<file path="config.mk">
export PLATFORM = sky130hd
export DESIGN_NAME = telemetry_frame_deframer
export DESIGN_NICKNAME = d
export VERILOG_FILES = /design/src/rtl/tfd_pkg.sv /design/src/rtl/tfd_front.sv /design/src/rtl/tfd_queue.sv /design/src/rtl/tfd_back.sv /design/src/rtl/telemetry_frame_deframer.sv
export VERILOG_INCLUDE_DIRS = /design/src /design/src/rtl
export SDC_FILE = /design/constraint.sdc
export NUM_CORES = 1
export LEC_CHECK = 0
export BUFFER_PORTS_ARGS = -buffer_cell sky130_fd_sc_hd__buf_2
export CAP_MARGIN = 25
export CELL_PAD_IN_SITES_DETAIL_PLACEMENT = 1
export CELL_PAD_IN_SITES_GLOBAL_PLACEMENT = 2
export CORE_MARGIN = 8
export CORE_UTILIZATION = 38
export DETAILED_ROUTE_END_ITERATION = 12
export GPL_ROUTABILITY_DRIVEN = 0
export GPL_TIMING_DRIVEN = 1
export PLACE_DENSITY = 0.77
export SYNTH_ARGS = -nofsm -noshare
export SYNTH_HDL_FRONTEND = slang
export SYNTH_SLANG_ARGS = --single-unit
</file>
<file path="constraint.sdc">
create_clock -name clk -period 7.7 [get_ports clk]
set_input_delay 1.54 -clock clk [delete_from_list [all_inputs] [get_ports clk]]
set_output_delay 1.54 -clock clk [all_outputs]
set_load 0.05 [all_outputs]
</file>
<file path="src/rtl/telemetry_frame_deframer_assert.svh">
// Assertion macros shared by the deframer modules.
`ifndef TELEMETRY_FRAME_DEFRAMER_ASSERT_SVH
`define TELEMETRY_FRAME_DEFRAMER_ASSERT_SVH

`ifndef SYNTHESIS

// Property checked at every clock edge outside reset.
`define TFD_ASSERT(lbl, prop) \
    lbl: assert property (@(posedge clk) disable iff (!rst_n) (prop)) \
        else $error("tfd assertion failed");

// Consequent checked in the cycle after the antecedent.
`define TFD_ASSERT_NEXT(lbl, ante, cons) \
    lbl: assert property (@(posedge clk) disable iff (!rst_n) (ante) |=> (cons)) \
        else $error("tfd assertion failed");

`else

`define TFD_ASSERT(lbl, prop)
`define TFD_ASSERT_NEXT(lbl, ante, cons)

`endif

`endif

</file>
<file path="src/rtl/tfd_pkg.sv">
// Shared constants and the queue entry type of the telemetry deframer.
`timescale 1ns / 1ps
package tfd_pkg;

    localparam logic [7:0] ESC_BYTE     = 8'h7D;
    localparam logic [7:0] ESC_ADD      = 8'h20;
    localparam logic [7:0] CHECK_BASE   = 8'hFF;
    localparam logic [7:0] MARKER_RESET = 8'h10;

    localparam int POS_W       = 3;
    localparam int FRAME_LEN   = 7;
    localparam int PAYLOAD_LEN = FRAME_LEN - 1;
    localparam int QUEUE_DEPTH = 2;

    localparam int KIND_W = 2;
    localparam logic [KIND_W-1:0] KIND_START = 2'd0;
    localparam logic [KIND_W-1:0] KIND_DATA  = 2'd1;
    localparam logic [KIND_W-1:0] KIND_LAST  = 2'd2;

    typedef struct packed {
        logic [KIND_W-1:0] kind;
        logic [POS_W-1:0]  idx;
        logic [7:0]        data;
    } tfd_entry_t;

endpackage

</file>
<file path="src/rtl/tfd_front.sv">
// Front end: unescape, marker hunt and byte classification.
`timescale 1ns / 1ps
module tfd_front
    import tfd_pkg::*;
(
    input  logic       clk,
    input  logic       rst_n,
    input  logic       rx_valid,
    output logic       rx_stall,
    input  logic [7:0] rx_byte,
    input  logic       frame_marker_we,
    input  logic [7:0] frame_marker_wdata,
    input  logic       q_full,
    output logic       q_push,
    output tfd_entry_t q_entry
);

    logic             esc_reg, esc_next;
    logic [POS_W-1:0] pos_reg, pos_next;
    logic [7:0]       marker_reg;
    logic             accept;
    logic [7:0]       byte_eff;

    assign rx_stall = q_full;
    assign accept   = rx_valid && !q_full;
    assign byte_eff = esc_reg ? (rx_byte + ESC_ADD) : rx_byte;

    always_comb
    begin
        esc_next = esc_reg;
        pos_next = pos_reg;
        q_push   = 1'b0;
        q_entry  = '{kind: KIND_DATA, idx: pos_reg - 1'b1, data: byte_eff};
        if (accept)
        begin
            if (!esc_reg && (rx_byte == ESC_BYTE))
            begin
                esc_next = 1'b1;
            end
            else
            begin
                esc_next = 1'b0;
                if (pos_reg == '0)
                begin
                    // hunt for the marker; everything else is dropped
                    if (byte_eff == marker_reg)
                    begin
                        q_push       = 1'b1;
                        q_entry.kind = KIND_START;
                        q_entry.data = marker_reg;
                        pos_next     = POS_W'(1);
                    end
                end
                else if (pos_reg < POS_W'(FRAME_LEN))
                begin
                    q_push   = 1'b1;
                    pos_next = pos_reg + 1'b1;
                end
                else
                begin
                    q_push       = 1'b1;
                    q_entry.kind = KIND_LAST;
                    pos_next     = '0;
                end
            end
        end
    end

    always_ff @(posedge clk or negedge rst_n)
    begin
        if (!rst_n)
        begin
            esc_reg    <= 1'b0;
            pos_reg    <= '0;
            marker_reg <= MARKER_RESET;
        end
        else
        begin
            esc_reg <= esc_next;
            pos_reg <= pos_next;
            if (frame_marker_we)
            begin
                marker_reg <= frame_marker_wdata;
            end
        end
    end

endmodule

</file>
<file path="src/rtl/tfd_queue.sv">
// Short queue of classified bytes between front and back end.
`timescale 1ns / 1ps
`include "telemetry_frame_deframer_assert.svh"
module tfd_queue
    import tfd_pkg::*;
#(
    parameter int DEPTH = QUEUE_DEPTH
)
(
    input  logic       clk,
    input  logic       rst_n,
    input  logic       push,
    input  tfd_entry_t push_entry,
    output logic       full,
    input  logic       pop,
    output tfd_entry_t pop_entry,
    output logic       empty
);

    localparam int PTR_W = (DEPTH > 1) ? $clog2(DEPTH) : 1;
    localparam int CNT_W = $clog2(DEPTH + 1);

    tfd_entry_t       entry_reg [DEPTH];
    logic [PTR_W-1:0] wr_ptr_reg, wr_ptr_next;
    logic [PTR_W-1:0] rd_ptr_reg, rd_ptr_next;
    logic [CNT_W-1:0] count_reg, count_next;

    assign full      = (count_reg == CNT_W'(DEPTH));
    assign empty     = (count_reg == '0);
    assign pop_entry = entry_reg[rd_ptr_reg];

    always_comb
    begin
        wr_ptr_next = wr_ptr_reg;
        rd_ptr_next = rd_ptr_reg;
        count_next  = count_reg;
        if (push)
        begin
            wr_ptr_next = (wr_ptr_reg == PTR_W'(DEPTH - 1)) ? '0 : wr_ptr_reg + 1'b1;
        end
        if (pop)
        begin
            rd_ptr_next = (rd_ptr_reg == PTR_W'(DEPTH - 1)) ? '0 : rd_ptr_reg + 1'b1;
        end
        if (push && !pop)
        begin
            count_next = count_reg + 1'b1;
        end
        else if (pop && !push)
        begin
            count_next = count_reg - 1'b1;
        end
    end

    always_ff @(posedge clk)
    begin
        if (push)
        begin
            entry_reg[wr_ptr_reg] <= push_entry;
        end
    end

    always_ff @(posedge clk or negedge rst_n)
    begin
        if (!rst_n)
        begin
            wr_ptr_reg <= '0;
            rd_ptr_reg <= '0;
            count_reg  <= '0;
        end
        else
        begin
            wr_ptr_reg <= wr_ptr_next;
            rd_ptr_reg <= rd_ptr_next;
            count_reg  <= count_next;
        end
    end

    `TFD_ASSERT(a_count_bound, count_reg <= CNT_W'(DEPTH))
    `TFD_ASSERT(a_no_push_full, !(push && full))
    `TFD_ASSERT(a_no_pop_empty, !(pop && empty))

endmodule

</file>
<file path="src/rtl/tfd_back.sv">
// Back end: frame assembly, checksum, good-frame count and result register.
`timescale 1ns / 1ps
`include "telemetry_frame_deframer_assert.svh"
module tfd_back
    import tfd_pkg::*;
(
    input  logic        clk,
    input  logic        rst_n,
    input  logic        q_empty,
    input  tfd_entry_t  q_entry,
    output logic        q_pop,
    output logic        out_valid,
    input  logic        out_stall,
    output logic [15:0] frame_id,
    output logic [31:0] frame_value,
    output logic        check_ok,
    output logic [31:0] good_frames
);

    logic [7:0]  bytes_reg [PAYLOAD_LEN];
    logic [7:0]  sum_reg, sum_next;
    logic [31:0] good_reg, good_next;
    logic        out_valid_reg, out_valid_next;
    logic [15:0] id_reg;
    logic [31:0] value_reg;
    logic        ok_reg;
    logic [31:0] good_out_reg;

    logic        load_ok;
    logic        is_last;
    logic        store;
    logic        load;
    logic        ok;
    logic [8:0]  sum9;
    logic [7:0]  folded;

    assign load_ok = !out_valid_reg || !out_stall;
    assign is_last = (q_entry.kind == KIND_LAST);
    assign q_pop   = !q_empty && (!is_last || load_ok);
    assign sum9    = {1'b0, sum_reg} + {1'b0, q_entry.data};
    // end-around carry
    assign folded  = sum9[7:0] + {7'b0, sum9[8]};
    assign ok      = ((CHECK_BASE - sum_reg) == q_entry.data);

    always_comb
    begin
        sum_next  = sum_reg;
        good_next = good_reg;
        store     = 1'b0;
        load      = 1'b0;
        if (q_pop)
        begin
            case (q_entry.kind)
                KIND_START:
                begin
                    sum_next = q_entry.data;
                end
                KIND_DATA:
                begin
                    store    = 1'b1;
                    sum_next = folded;
                end
                KIND_LAST:
                begin
                    load = 1'b1;
                    if (ok)
                    begin
                        good_next = good_reg + 1'b1;
                    end
                end
                default:
                begin
                    sum_next = sum_reg;
                end
            endcase
        end
        out_valid_next = load ? 1'b1 : (out_valid_reg && out_stall);
    end

    always_ff @(posedge clk)
    begin
        if (store && (q_entry.idx < POS_W'(PAYLOAD_LEN)))
        begin
            bytes_reg[q_entry.idx] <= q_entry.data;
        end
        if (load)
        begin
            id_reg       <= {bytes_reg[1], bytes_reg[0]};
            value_reg    <= {bytes_reg[5], bytes_reg[4], bytes_reg[3], bytes_reg[2]};
            ok_reg       <= ok;
            good_out_reg <= good_next;
        end
    end

    always_ff @(posedge clk or negedge rst_n)
    begin
        if (!rst_n)
        begin
            sum_reg       <= MARKER_RESET;
            good_reg      <= '0;
            out_valid_reg <= 1'b0;
        end
        else
        begin
            sum_reg       <= sum_next;
            good_reg      <= good_next;
            out_valid_reg <= out_valid_next;
        end
    end

    assign out_valid   = out_valid_reg;
    assign frame_id    = id_reg;
    assign frame_value = value_reg;
    assign check_ok    = ok_reg;
    assign good_frames = good_out_reg;

    `TFD_ASSERT(a_last_needs_slot, !(q_pop && is_last && !load_ok))
    `TFD_ASSERT_NEXT(a_bad_frame_count, q_pop && is_last && !ok, $stable(good_reg))
    `TFD_ASSERT_NEXT(a_out_hold, out_valid_reg && out_stall, out_valid_reg && $stable(id_reg))

endmodule

</file>
<file path="src/rtl/telemetry_frame_deframer.sv">
// Top level of the telemetry frame deframer.
`timescale 1ns / 1ps
// Takes one received byte per clock on the rx channel while rx_stall is low
// and returns one result per completed eight-byte frame (id, value, check
// flag, good-frame count). The front end unescapes and classifies each byte
// in the cycle it is accepted; escape bytes and non-marker bytes seen while
// hunting leave nothing behind. Classified bytes pass through a queue
// of QUEUE_DEPTH entries to the back end, which retires one per cycle unless
// a last byte waits for the output register, and holds the finished frame
// there. Sustained rate is one byte per cycle; rx_stall rises only when the
// queue is full, which happens only while a result sits unread at the output.
module telemetry_frame_deframer
    import tfd_pkg::*;
#(
    parameter int QUEUE_DEPTH_P = QUEUE_DEPTH
)
(
    input  logic        clk,
    input  logic        rst_n,
    input  logic        frame_marker_we,
    input  logic [7:0]  frame_marker_wdata,
    input  logic        rx_valid,
    output logic        rx_stall,
    input  logic [7:0]  rx_byte,
    output logic        out_valid,
    input  logic        out_stall,
    output logic [15:0] frame_id,
    output logic [31:0] frame_value,
    output logic        check_ok,
    output logic [31:0] good_frames
);

    logic       q_push;
    logic       q_pop;
    logic       q_full;
    logic       q_empty;
    tfd_entry_t push_entry;
    tfd_entry_t pop_entry;

    tfd_front u_front (
        .clk                (clk),
        .rst_n              (rst_n),
        .rx_valid           (rx_valid),
        .rx_stall           (rx_stall),
        .rx_byte            (rx_byte),
        .frame_marker_we    (frame_marker_we),
        .frame_marker_wdata (frame_marker_wdata),
        .q_full             (q_full),
        .q_push             (q_push),
        .q_entry            (push_entry)
    );

    tfd_queue #(
        .DEPTH (QUEUE_DEPTH_P)
    ) u_queue (
        .clk        (clk),
        .rst_n      (rst_n),
        .push       (q_push),
        .push_entry (push_entry),
        .full       (q_full),
        .pop        (q_pop),
        .pop_entry  (pop_entry),
        .empty      (q_empty)
    );

    tfd_back u_back (
        .clk         (clk),
        .rst_n       (rst_n),
        .q_empty     (q_empty),
        .q_entry     (pop_entry),
        .q_pop       (q_pop),
        .out_valid   (out_valid),
        .out_stall   (out_stall),
        .frame_id    (frame_id),
        .frame_value (frame_value),
        .check_ok    (check_ok),
        .good_frames (good_frames)
    );

endmodule

</file>
==> run_results.csv <==
group,metric,value,unit
clock_tree,post_cts_resized,0,
synthesis,synth_edf_count,155,
synthesis,synth-seq-cells,212,
placement,port_buffers,103,
clock_tree,cts-root-buf,"clkbuf_16",
grt,grt_pass1_wl,27.0,mm
route,first_pass_iters,4,
grt,grt_max_degree,82,
finish,stdcell_area,9970,sq um
placement,dpl.cell_count,895,
min_path,whs_path_depth,0,
sta,grt_setup_unrepaired,"false",
sta,fin_crit,4140,ps
worst_setup_path,worstPathMaxFanout,24,
clock_tree,clock-sinks,212,
pwr,p_per_area,388,nW/um^2
sta,slew-limit-headroom,40.2,%
finish,drive_above_1_share,28.0,%
synthesis,yosysSeqAreaShare,73.3,%
synthesis,syn_area_per_cell,15.8,sq um
clock_tree,cts_buffers,22,
sta,fin_skew,13.7,ps
worst_setup_path,critPathTopFamily,"simple AND/OR/NAND/NOR gates",
grt,use_met2,21.8,%
placement,place_area,9130,sq um
worst_setup_path,r2r_cells,12,
sta,layout_setup_ws,3560,ps
floorplanning,initial_utilization,38.4,%
worst_setup_path,crit_path_start_kind,"register",
pwr,leakagePower,3.93,nW
worst_setup_path,crit_type,"reg -> reg",
grt,globalRouteOverflowTotal,0,
finish,post-route-util,46.1,%
floorplanning,die_area,26800,sq um
clock_tree,postCtsSetupRepairBufs,0,
floorplanning,rows,54,
worst_setup_path,endpoint_kind,"register",
sta,hold_violations,0,
floorplanning,die_height,164,microns
placement,dpl.hpwl,11.9,mm
sta,fmax,242,MHz
grt,grt_pass1_vias,4917,
synthesis,synth_cell_types,55,
status,outcome,"complete, no violations",
route,drc,0,
route,wirelength,17.1,mm
route,ant_nets,0,
worst_setup_path,crit_required,8090,ps
grt,grt_antenna_before_repair,1,
finish,layoutNonFillerInstCount,938,
synthesis,synthesis.area,8300,sq um
synthesis,synth_warnings,0,
finish,largest_reg_flops,48,
route,viasPerCell,4.86,
floorplanning,ios,104,
sta,hold_ws,417,ps
grt,grt_use_met3,2.81,%
finish,nNetsFinal,679,
grt,grt.busiest_layer,"met2",
synthesis,syn_nets,562,
sta,finalSetupTns,0,ps
worst_setup_path,slowest_stage,"dfrtp_1",
worst_setup_path,arrival,4520,ps
floorplanning,coreArea,21600,sq um
route,drtIter0Drc,198,
flow_run,cap_violations,0,
min_path,min_path_type,"reg -> reg",
worst_setup_path,cp_num_buf_inv,0,
clock_tree,clockBufferDepth,3,
synthesis,ys.flop_type,"edfxtp_1",
route,vias,4561,
sta,worstMarginPinSlew,885,ps
route,routedWlPerCell,18.2,microns
pwr,power.total,3.87,mW
worst_setup_path,worstSetupPathDepth,12,
finish,syn_to_final_growth,20.2,%
synthesis,syn_inst,524,
pwr,irDropWorstVdd,0.000135,V
sta,setup_viol,0,
clock_tree,cts_hold_buf,0,
worst_setup_path,crit_chain,"mux2_2, ha_1, nand4_1, nor2_1, nor2_1, nand2_1, ha_1, nand2_1, nor4b_1, nand3_1, xor2_1, o31ai_1",
clock_tree,clock_latency,500,ps
clock_tree,htree_levels,1,
worst_setup_path,max_stage_delay,880,ps
sta,maxSlewViolCount,0,
clock_tree,cts_tree,"built",
grt,use_met1,15.9,%
placement,pre_cts_slack,3270,ps
clock_tree,cts.clk_slew.worst_paths,60,ps
sta,fin_crit_sh,53.7,%
grt,grt_usage,12.7,%
floorplanning,die_w,164,microns
synthesis,ys_async_sr_fraction,26.9,%
cell usage after synthesis (8+ instances only):
master / n / area share [%]
xor2_1: 24 / 2.5
ha_1: 16 / 2.4
xnor2_1: 30 / 3.2
mux2_2: 19 / 2.6
nand2_1: 27 / 1.2
nand4_1: 8 / 0.60
clkbuf_1: 10 / 0.45
edfxtp_1: 155 / 56
nand3_1: 14 / 0.84
o21ai_0: 14 / 0.84
dfrtp_1: 55 / 17
and3_1: 9 / 0.68
nor2_1: 33 / 1.5
inv_1: 15 / 0.68
cell families after synthesis:
kind of cell	Yosys count	synth area share (%)
DFF	212	73.3
and+or+nand+nor	134	8.91
xor gates and xnor gates	54	5.70
AOI/OAI and AO/OA	52	4.54
buffers and inverters	30	1.55
muxes	25	3.30
adders and majority gates	17	2.65
final timing paths:
path	startpoint	to	slack [ps]
setup / recovery	u_queue.rd_ptr_reg	u_back.sum_reg[6]	3560
min in group asynchronous	rst_n	u_back.sum_reg[5]	1220
max in group asynchronous	rst_n	u_back.good_reg[7]	5920
hold reg to reg	u_back.bytes_reg[1][1]	frame_id[9]	420
hold / removal	u_back.bytes_reg[1][1]	frame_id[9]	420
setup reg to reg	u_queue.rd_ptr_reg	u_back.sum_reg[6]	3560
power by group:
| group | internal, mW | switching, mW |
|---|---|---|
| logic | 0.388 | 0.751 |
| registers | 1.48 | 0.108 |
| clock network | 0.706 | 0.438 |
placed cells by master, fill, tap and decap left out, types with 3 or more instances in the layout:
| cell | Yosys | layout |
|---|---|---|
| edfxtp_1 | 155 | 155 |
| buf_2 | 1 | 103 |
| dfrtp_1 | 55 | 55 |
| nor2_1 | 33 | 32 |
| xnor2_1 | 30 | 30 |
| nand2_1 | 27 | 27 |
| xor2_1 | 24 | 24 |
| clkbuf_16 | 0 | 23 |
| mux2_2 | 19 | 19 |
| ha_1 | 16 | 16 |
| inv_1 | 15 | 15 |
| nand3_1 | 14 | 14 |
| o21ai_0 | 14 | 14 |
| and3_1 | 9 | 9 |
| nand4_1 | 8 | 8 |
| nand3_2 | 6 | 6 |
| a21oi_1 | 6 | 6 |
| mux2i_1 | 6 | 6 |
| nor3_1 | 5 | 5 |
| and4_1 | 5 | 5 |
| nand3b_1 | 4 | 4 |
| nand2b_1 | 4 | 4 |
| and2_1 | 4 | 4 |
| nor2b_1 | 4 | 4 |
| a211oi_1 | 4 | 4 |
| bufinv_16 | 0 | 4 |
| clkinvlp_4 | 0 | 4 |
| o31ai_1 | 3 | 3 |
| a31oi_1 | 3 | 3 |
| buf_4 | 0 | 3 |
worst reg2reg max path, stage by stage, from the launching register on:
cell     delay (ps)
dfrtp_1         880
mux2_2          510
ha_1            450
nand4_1         260
nor2_1          170
nor2_1           50
nand2_1          90
ha_1            150
nand2_1          90
nor4b_1         780
nand3_1         180
xor2_1          180
o31ai_1         250
metal layers:
metal / vias up / share of wire, %
li1: 2173 / -
met1: 2266 / 44
met2: 99 / 48
met3: 23 / 5.8
met4: 0 / 1.6
met5: - / 0
final cells by class:
type                       instances  area (sq um)
clock inverter                    13           195
clock buffer                      27           611
fill                            2166         11600
timing repair buffer             108           577
tap                              280           350
antenna                            1          2.50
sequential                       212          6080
multi-input combinational        282          2100
inverter                          15          56.3
No activity file was read; power rests on OpenSTA's default activity.
